==> src/sv/wstd_pkg.sv <==
// Shared types, codes and default sizes of the work-stealing task dispatcher.
package wstd_pkg;

  // Default sizes handed to the top level.
  localparam int WORKERS_DEF     = 4;
  localparam int TASKS_DEF       = 16;
  localparam int STACK_DEPTH_DEF = 16;

  // Fixed field widths of the stream beats.
  localparam int OP_W      = 2;
  localparam int WORKER_W  = 2;
  localparam int TASK_W    = 4;
  localparam int SRC_W     = 2;
  localparam int OUT_CNT_W = 5;
  localparam int S_DATA_W  = 8;
  localparam int M_DATA_W  = 16;

  typedef enum logic [OP_W-1:0] {
    OP_INJECT = 2'd0,
    OP_FETCH  = 2'd1,
    OP_PARK   = 2'd2,
    OP_FINISH = 2'd3
  } op_t;

  typedef enum logic [SRC_W-1:0] {
    SRC_OWN      = 2'd0,
    SRC_STOLEN   = 2'd1,
    SRC_INJECTOR = 2'd2,
    SRC_NONE     = 2'd3
  } src_t;

  // One result beat, last field in the lowest bits.
  typedef struct packed {
    logic                 all_done;
    logic [OUT_CNT_W-1:0] outstanding;
    logic                 dropped;
    src_t                 source;
    logic                 got_task;
    logic [TASK_W-1:0]    given_task;
  } result_t;

  localparam int RES_W = $bits(result_t);

endpackage

==> src/sv/work_stealing_task_dispatcher_core.sv <==
// Top level of the work-stealing task dispatcher.
//
//  Channel  Direction  Beat contents (lowest bit first)
//  s_*      in         op[1:0], worker[3:2], task_id[7:4]
//  m_*      out        given_task[3:0], got_task[4], source[6:5], dropped[7],
//                      outstanding[12:8], all_done[13], zero[15:14]
//
// For each request, the stack heights are decided and the slot RAM is written
// or read in the accept cycle, and the registered RAM read data forms the
// result in the next cycle. Requests are handled one at a time.
// A stalled result beat parks the pending result and holds off new requests
// until it drains. Reset (rst, synchronous) empties all stacks at once
// through their heights and clears the outstanding count.
module work_stealing_task_dispatcher_core #(
  parameter int WORKERS     = wstd_pkg::WORKERS_DEF,
  parameter int TASKS       = wstd_pkg::TASKS_DEF,
  parameter int STACK_DEPTH = wstd_pkg::STACK_DEPTH_DEF
) (
  input  logic                          clk,
  input  logic                          rst,
  input  logic                          s_tvalid,
  output logic                          s_tready,
  // op[1:0], worker[3:2], task_id[7:4]
  input  logic [wstd_pkg::S_DATA_W-1:0] s_tdata,
  output logic                          m_tvalid,
  input  logic                          m_tready,
  // given_task[3:0], got_task[4], source[6:5], dropped[7], outstanding[12:8],
  // all_done[13], zero fill[15:14]
  output logic [wstd_pkg::M_DATA_W-1:0] m_tdata
);

  import wstd_pkg::*;

  localparam int SW      = $clog2(WORKERS + 1);
  localparam int HW      = $clog2(STACK_DEPTH + 1);
  localparam int CW      = $clog2(TASKS + 1);
  localparam int ENTRIES = (WORKERS + 1) * STACK_DEPTH;
  localparam int AW      = $clog2(ENTRIES);
  localparam int INJ     = WORKERS;

  typedef enum logic [1:0] {
    ST_IDLE,
    ST_RESP,
    ST_HOLD
  } state_t;

  typedef struct packed {
    logic                 got;
    src_t                 source;
    logic                 dropped;
    logic [OUT_CNT_W-1:0] outstanding;
    logic                 all_done;
  } pend_t;

  state_t            state;
  logic [HW-1:0]     height [WORKERS+1];
  logic [CW-1:0]     cnt;
  logic [CW-1:0]     cnt_next;
  pend_t             pend;
  pend_t             pend_next;
  result_t           res;
  result_t           fresh;
  logic [TASK_W-1:0] given_hold;

  op_t               in_op;
  logic [TASK_W-1:0] in_task;
  logic [SW-1:0]     wk;
  logic              w_ok;
  logic [WORKERS:0]  nonempty;
  logic              steal_found;
  logic [SW-1:0]     steal_idx;
  logic [SW-1:0]     sidx;
  logic [HW-1:0]     sel_h;
  logic              full;
  logic              push_req;
  logic              force_drop;
  logic              do_push;
  logic              do_pop;
  src_t              src;
  logic [HW-1:0]     slot;
  logic [AW-1:0]     mem_addr;
  logic              mem_we;
  logic [TASK_W-1:0] mem_rdata;
  logic              accept;
  logic              out_free;
  logic              load_res;

  // Unpack the request beat.
  assign in_op   = op_t'(s_tdata[OP_W-1:0]);
  assign wk      = SW'(s_tdata[OP_W+WORKER_W-1:OP_W]);
  assign in_task = s_tdata[OP_W+WORKER_W+TASK_W-1:OP_W+WORKER_W];
  assign w_ok    = wk < SW'(WORKERS);

  assign s_tready = (state == ST_IDLE);
  assign accept   = s_tvalid && s_tready;
  assign out_free = !m_tvalid || m_tready;
  assign load_res = ((state == ST_RESP) || (state == ST_HOLD)) && out_free;

  // Per-stack occupancy and the lowest-numbered sibling to steal from.
  always_comb begin
    steal_found = 1'b0;
    steal_idx   = '0;
    for (int v = 0; v <= WORKERS; v++) begin
      nonempty[v] = (height[v] != '0);
    end
    for (int v = WORKERS - 1; v >= 0; v--) begin
      if (nonempty[v] && (SW'(v) != wk)) begin
        steal_found = 1'b1;
        steal_idx   = SW'(v);
      end
    end
  end

  // Choose the target stack and the kind of access.
  always_comb begin
    sidx       = SW'(INJ);
    push_req   = 1'b0;
    force_drop = 1'b0;
    do_pop     = 1'b0;
    src        = SRC_NONE;
    unique case (in_op)
      OP_INJECT: begin
        push_req = 1'b1;
      end
      OP_FETCH: begin
        if (w_ok && nonempty[wk]) begin
          sidx   = wk;
          do_pop = 1'b1;
          src    = SRC_OWN;
        end else if (w_ok && steal_found) begin
          sidx   = steal_idx;
          do_pop = 1'b1;
          src    = SRC_STOLEN;
        end else if (w_ok && nonempty[INJ]) begin
          do_pop = 1'b1;
          src    = SRC_INJECTOR;
        end
      end
      OP_PARK: begin
        if (w_ok) begin
          sidx     = wk;
          push_req = 1'b1;
        end else begin
          force_drop = 1'b1;
        end
      end
      OP_FINISH: begin
      end
      default: begin
      end
    endcase
  end

  // Stack top address and the count after this request.
  always_comb begin
    sel_h    = height[sidx];
    full     = (sel_h == HW'(STACK_DEPTH));
    do_push  = push_req && !full;
    slot     = do_pop ? sel_h - 1'b1 : sel_h;
    mem_addr = AW'(AW'(sidx) * AW'(STACK_DEPTH) + AW'(slot));
    mem_we   = accept && do_push;

    cnt_next = cnt;
    if ((in_op == OP_INJECT) && do_push && (cnt < CW'(TASKS))) begin
      cnt_next = cnt + 1'b1;
    end else if ((in_op == OP_FINISH) && (cnt != '0)) begin
      cnt_next = cnt - 1'b1;
    end

    pend_next.got         = do_pop;
    pend_next.source      = src;
    pend_next.dropped     = force_drop || (push_req && full);
    pend_next.outstanding = OUT_CNT_W'(cnt_next);
    pend_next.all_done    = (cnt_next == '0);
  end

  wstd_stack_ram #(
    .DEPTH (ENTRIES),
    .DW    (TASK_W),
    .AW    (AW)
  ) u_ram (
    .clk   (clk),
    .we    (mem_we),
    .addr  (mem_addr),
    .wdata (in_task),
    .rdata (mem_rdata)
  );

  // Result assembled from the pending fields and the slot read data.
  // While parked, the task id comes from the copy taken when the RAM data was fresh.
  always_comb begin
    fresh.given_task  = (state == ST_HOLD) ? given_hold :
                        (pend.got ? mem_rdata : '0);
    fresh.got_task    = pend.got;
    fresh.source      = pend.source;
    fresh.dropped     = pend.dropped;
    fresh.outstanding = pend.outstanding;
    fresh.all_done    = pend.all_done;
  end

  assign m_tdata = M_DATA_W'(res);

  // Sequencer, stack heights, count and the result register.
  always_ff @(posedge clk) begin
    if (rst) begin
      state    <= ST_IDLE;
      m_tvalid <= 1'b0;
      cnt      <= '0;
      for (int v = 0; v <= WORKERS; v++) begin
        height[v] <= '0;
      end
    end else begin
      // The result register loads once a result is ready and the port is free.
      if (load_res) begin
        res      <= fresh;
        m_tvalid <= 1'b1;
      end else if (m_tready) begin
        m_tvalid <= 1'b0;
      end
      unique case (state)
        ST_IDLE: begin
          if (s_tvalid) begin
            if (do_pop) begin
              height[sidx] <= sel_h - 1'b1;
            end else if (do_push) begin
              height[sidx] <= sel_h + 1'b1;
            end
            cnt   <= cnt_next;
            pend  <= pend_next;
            state <= ST_RESP;
          end
        end
        ST_RESP: begin
          given_hold <= fresh.given_task;
          if (out_free) begin
            state <= ST_IDLE;
          end else begin
            state <= ST_HOLD;
          end
        end
        ST_HOLD: begin
          if (out_free) begin
            state <= ST_IDLE;
          end
        end
        default: begin
          state <= ST_IDLE;
        end
      endcase
    end
  end

endmodule

==> src/sv/wstd_stack_ram.sv <==
// Single-port synchronous RAM that holds the task slots of all stacks.
module wstd_stack_ram #(
  parameter int DEPTH = 80,
  parameter int DW    = 4,
  parameter int AW    = $clog2(DEPTH)
) (
  input  logic          clk,
  input  logic          we,
  input  logic [AW-1:0] addr,
  input  logic [DW-1:0] wdata,
  output logic [DW-1:0] rdata
);

  logic [DW-1:0] mem [DEPTH];

  // Write on request, registered read every cycle.
  always_ff @(posedge clk) begin
    if (we) begin
      mem[addr] <= wdata;
    end
    rdata <= mem[addr];
  end

endmodule

==> config.mk <==
export PLATFORM = sky130hd
export DESIGN_NAME = work_stealing_task_dispatcher_core
export DESIGN_NICKNAME = d
export VERILOG_FILES = /design/src/sv/wstd_pkg.sv /design/src/sv/work_stealing_task_dispatcher_core.sv /design/src/sv/wstd_stack_ram.sv
export SDC_FILE = /design/constraint.sdc
export NUM_CORES = 1
export LEC_CHECK = 0
export BUFFER_PORTS_ARGS = -buffer_cell sky130_fd_sc_hd__clkbuf_2
export CAP_MARGIN = 10
export CORE_MARGIN = 8
export CORE_UTILIZATION = 49
export CTS_BUF_LIST = sky130_fd_sc_hd__clkbuf_4 sky130_fd_sc_hd__clkbuf_8
export CTS_CLUSTER_SIZE = 24
export DETAILED_ROUTE_END_ITERATION = 12
export SYNTH_ARGS = -nofsm -noshare
export SYNTH_HDL_FRONTEND = slang
export SYNTH_SLANG_ARGS = --single-unit
==> constraint.sdc <==
create_clock -name clk -period 6.8 [get_ports clk]
set_clock_uncertainty 0.15 [all_clocks]
set_input_delay 1.02 -clock clk [delete_from_list [all_inputs] [get_ports clk]]
set_output_delay 1.02 -clock clk [all_outputs]
set_load 0.005 [all_outputs]
# Yosys cells after proc, flatten, opt, wreduce, memory -nomap -nowiden
# Memories as Yosys holds them, arrays and structs flattened. A register that Yosys moved wholly into a read port is not among the register bits.
# Index checks and enable logic that the tools add are counted.
# op_classes
eq_ne	11
n_shift	0
mul	0
div	0
reduce_logical	37
n_lt_le_gt_ge	3
n_bitwise	2
n_mux	55
addsub	5
# op_table
op	count
two-way mux 1 bit	31
nonzero test 5 bit	6
two-way mux 5 bit	5
two-way mux 3 bit	7
logical AND 1 bit	15
two-way mux 2 bit	6
adder 5 x 1 -> 5 bit (second input constant)	2
subtractor 5 x 1 -> 5 bit (second input constant)	2
two-way mux 4 bit	2
AND reduction 2 bit	4
adder 7 x 5 -> 7 bit	1
== test 2 bit (second input constant)	3
one-hot mux 2 bit (3 select lines)	1
one-hot mux 3 bit (2 select lines)	1
== test 5 bit (second input constant)	1
logical NOT 5 bit	1
less-than comparator 5 bit (second input constant)	1
OR reduction 5 bit	1
== test 2 x 1 -> 1 bit (second input constant)	2
logical NOT 2 bit	2
less-than comparator 2 x 4 -> 1 bit (second input constant)	1
inequality test 2 bit (first input constant)	2
inequality test 2 bit (second input constant)	2
logical OR 1 bit	3
10 further kinds	11
# word_totals
register_bits	36
romBits	0
ramBits	345
mem_count	2
latchBits	0
# mem_list
memory	depth	word_bits	read_ports	rd_clocked_by_memory_dff	write_ports	line_no	source
u_ram.mem	80	4	1	1	1	wstd_stack_ram.sv:14	logic [DW-1:0] mem [DEPTH];
height	5	5	6	0	5	work_stealing_task_dispatcher_core.sv:56	logic [HW-1:0] height [WORKERS+1];

# Depth between registers and ports, before layout
# An unclocked memory read counts as a cell.
# depth
word_depth	24
depth_mapped	24
ltp_nobuf	21

# Hierarchy
# From an unflattened synthesis, not the netlist that was laid out.
# unflattened
cells_unflattened	1180
area_unflattened_um2	17385.4
# modules_own_cells
mod	cells_each	seq_area_each_um2	n_inst	area_each_um2
wstd_stack_ram	763	9689.3	1	12998.7
work_stealing_task_dispatcher_core	417	2202.1	1	4386.7

# Least setup slack after synthesis
# OpenSTA, ideal clock, no wires.
# synth_path
path_type	input to register
start	input s_tdata[3] (netlist bit)
end	memory u_ram.mem[22][0], enable pin
slack_ns	1.008
required_ns	6.320
t_arrival_ns	5.313
cell_stages	20
cell_sequence	buf_1 a2111oi_2 o31ai_1 a211oi_4 a2111oi_1 a32oi_1 o211a_4 buf_6 inv_1 ha_1 and2_0 clkbuf_1 nand2_1 xor2_1 ha_1 ha_1 xnor2_1 nor2_1 nand3_1 nor2_1
# synth_via
elab_chain_cells	17
# synth_lines
element	line_no	source
start: declaration	work_stealing_task_dispatcher_core.sv:24	input logic [wstd_pkg::S_DATA_W-1:0] s_tdata,
parallel branches: the longest is 17 deep, another holds memory (5 x 5 bit)	--	
end: declaration	wstd_stack_ram.sv:14	
# Several ways; the timed one is not identified. The select of a mux whose other input is x is not followed.

==> results by group <==
Outcome
  • Status: complete, no violations

Critical path
  • CP arrival: 6.65 ns
  • Req. time, crit path: 6.90 ns
  • CP Buf/Inv Count: 3
  • Crit start category: flip-flop
  • Critical R2R Launch: height[3][2]
  • Critical path class: reg2reg
  • Critical-path top delay cell: or4_1
  • CP cell instances: or4_1, nor4_2, a211oi_2, o211a_1, o21ai_1, clkinv_1, o2bb2ai_1, a22oi_2, nand2_1, ha_1, and2_0, o211ai_1, o211ai_4, buf_4, nor2_1, buf_4, nand2_1, nor2_1
  • Delay-heaviest family, CP: simple AND/OR/NAND/NOR gates
  • CP peak stage delay: 0.65 ns
  • Crit-path max FO: 17
  • Crit path capture type: flip-flop
  • Worst setup startpoint: height[3][2]

Global routing
  • Antenna violations before repair: 0
  • Vias in the first global route: 10960
  • Global-route wire length before repair: 65.85 mm
  • Largest net degree at the start of global routing: 81
  • Total gr overflow: 0
  • GRT Overall Usage: 20.65%

Synthesis
  • Count leader, synth: edfxtp_1
  • Synth top area share: 66.20%
  • Cell variety after synth: 86
  • EDFF count, synth: 388
  • Mean Syn Cell Area: 14.56 um^2
  • Synthesized cell area: 0.01760 mm^2
  • Synthesis-stage register bit count: 400
  • Cells after Synth: 1209
  • Post-synth top area cell: edfxtp_1
  • YS warnings: 0
  • Synth async-reset ratio: 0%
  • Synth area leaders: edfxtp_1, mux4_2, mux2i_1
  • Sequential area share after synthesis: 67.56%
  • Most frequent cells after synthesis: edfxtp_1, nor2_1, nand2_1, mux2i_1, mux4_2
  • Top_reg_cell synth: edfxtp_1

Die
  • Die H: 205.5 um
  • Ports: 30
  • Die width: 205.5 um
  • Row Count: 69
  • Initial Util: 49.60%
  • Die area: 0.04224 mm^2
  • Core area: 0.03548 mm^2

Pwr
  • Clock group share of total power: 34.3%
  • Pleak: 6.593 nW
  • Total chip power: 5.887 mW
  • Gate power share: 18.5%
  • Switching Share: 27.75%
  • Reg power frac: 47.2%
  • P_int: 4.254 mW
  • Cell Pwr Density: 298.9 mW/mm^2
  • Net Switching: 1.634 mW
  • Worst vdd ir: 0.1947 mV

Timing
  • Worst-Margin Slew: 1.045 ns
  • Achievable Freq: 0.1528 GHz
  • # setup viols final: 0
  • Final Cycle Share: 96.23%
  • Setup repair after global routing missed its margin: yes
  • Slew Limit Fails: 0
  • Relative slew slack: 30.05%
  • Final min period: 6.543 ns
  • Hold slack: 0.2676 ns
  • Setup TNS: 0 ns
  • Final Hold Viols: 0

Clock tree
  • Clock Latency Late Sink: 0.62 ns
  • CTS Buffer Depth: 3
  • CTS tree: done
  • Root Driver: clkbuf_8
  • CTS sink cnt: 400
  • Hold-fix buffers, CTS: 0
  • Total CTS buffers: 66
  • H-tree Lvls: 3
  • Clk slew on worst S/H paths: 0.06 ns

Route
  • Initial DRT Pass Iterations: 5
  • Remaining DRCs: 0
  • Routed WL: 43.23 mm
  • First-iteration detailed-routing DRC count: 1274
  • Routed length per instance: 24.11 um
  • Vias post-DR: 10910
  • Final ANT Viol Nets: 0
  • Vias/cell: 6.086

Layout
  • Nets: 1314
  • Area Overhead vs Synth: 11.89%
  • Final instance area: 0.01969 mm^2
  • Post-Route Utilization: 55.50%
  • ANT cells: 0
  • Share of cells above drive strength 1: 19.29%
  • Fillers: 2829
  • Sequential Area: 0.01189 mm^2
  • Area occupied by multi-input gates: 0.005363 mm^2

Place
  • Final Wtd Congestion: 0.9343
  • Post-DP Area: 0.01840 mm^2
  • DP HPWL: 27.60 mm
  • PortBufs: 27

Run
  • Max cap viols: 0

Min path
  • Worst Hold Class: reg2reg
  • Hold_sp: fresh[6]
==> stage by stage <==
step	instances	worst slack, ns
2_1_floorplan	1210	1.008
3_3_place_gp	1681	0.1772
3_5_place_dp	1681	0.09856
4_1_cts	1793	0.1964
5_1_grt	1793	-0.07610
6_report	1793	0.2565
==> cells in the final DEF, fill, tap and decap left out, types with 5 or more instances in the layout <==
cell type  Yosys  routed
nand2b_1       9       9
clkbuf_2       0      27
or4_1          5       5
nor2_2         1      14
a211oi_1      10      10
o31ai_1        8       8
or3_1          5       5
o21ai_0       14      14
and2_1         5       5
dfxtp_1       12      12
a22o_1         8       8
clkbuf_4       0      20
ha_1          14      14
a221oi_1      32      32
clkbuf_8       0      69
edfxtp_1     388     388
inv_1         22      22
nor2b_1       11      10
o21ai_1        7       7
nand4_1       12      12
clkinv_1       2      10
mux2i_1       54      53
a21oi_1       19      19
buf_4          7      41
nand3_1       22      21
o21a_1         7       7
nor3_1        25      25
clkinv_2       0       9
a221o_1       26      26
a32oi_1       31      31
xnor2_1        7       7
mux4_2        35      35
nand2_1      119     119
and3_1         5       5
nor2_1       141     128
==> cells by family (layout without fill, tap and decap cells) <==
kind of cell,Yosys count,in the layout,synth area share [%]
mux,90,90,7.614
fa+ha+maj,14,14,0.9952
other cells,1,2,0.02131
buf+inv,87,209,2.381
flops,400,400,67.56
xor+xnor,12,12,0.8104
compound gates,220,220,10.64
simple gates,385,385,9.981
==> power groups by stage <==
stage	registers (mW)	logic, mW	clock network [mW]
2_1_floorplan	2.82	0.729	0
3_3_place_gp	2.83	1.07	0
3_5_place_dp	2.83	1.08	0
4_1_cts	2.78	1.08	2.06
5_1_grt	2.78	1.17	2.16
6_report	2.78	1.09	2.02
==> cell type report <==
class                      instances  share of cell area (%)
inverter                          25                  0.4765
clock inverter                    23                  0.7433
clock buffer                      89                   5.584
sequential                       400                   60.38
tap                              461                   2.929
timing repair buffer              72                   2.656
multi-input combinational        723                   27.23
==> state kept, by name, indices dropped and copies added (netlist names) <==
register,count
u_ram.mem,320
given_hold,4
state,2
fresh,10
m_tdata,14
u_ram.rdata,4
m_tvalid,1
height,40
cnt,5
==> worst register-to-register path, cell delays in order (launching register included) <==
cell       delay [ns]
edfxtp_1         0.45
or4_1            0.65
nor4_2           0.47
a211oi_2         0.09
o211a_1          0.29
o21ai_1          0.28
clkinv_1         0.32
o2bb2ai_1        0.23
a22oi_2          0.28
nand2_1          0.19
ha_1             0.29
and2_0           0.24
o211ai_1         0.23
o211ai_4         0.32
buf_4            0.27
nor2_1           0.15
buf_4            0.21
nand2_1          0.49
nor2_1           0.58
==> per-layer routing <==
layer  GRT usage, %  part of all wire [%]  up-vias
li1               -                     -     4952
met4          7.429                   2.6        0
met3          4.203                   7.4       81
met2          31.90                    46      479
met5              0                     0        -
met1          28.74                    44     5400
==> timing repair <==
item / in CTS / in global routing
gates resized for setup: 0 / 17
endpoints found under the setup margin: 0 / 289
buffers inserted: 0 / 0
==> worst paths after layout <==
| kind | slack (ns) | endpoint | cells after the start |
|---|---|---|---|
| worst min register to register | 0.27 | m_tdata[6] | 0 |
| worst min-delay path | 0.27 | m_tdata[6] | 0 |
| worst max-delay path | 0.26 | u_ram.mem[79][2] | 18 |
| worst max register to register | 0.26 | u_ram.mem[79][2] | 18 |
Note: power is estimated with default switching activity, not from simulation.
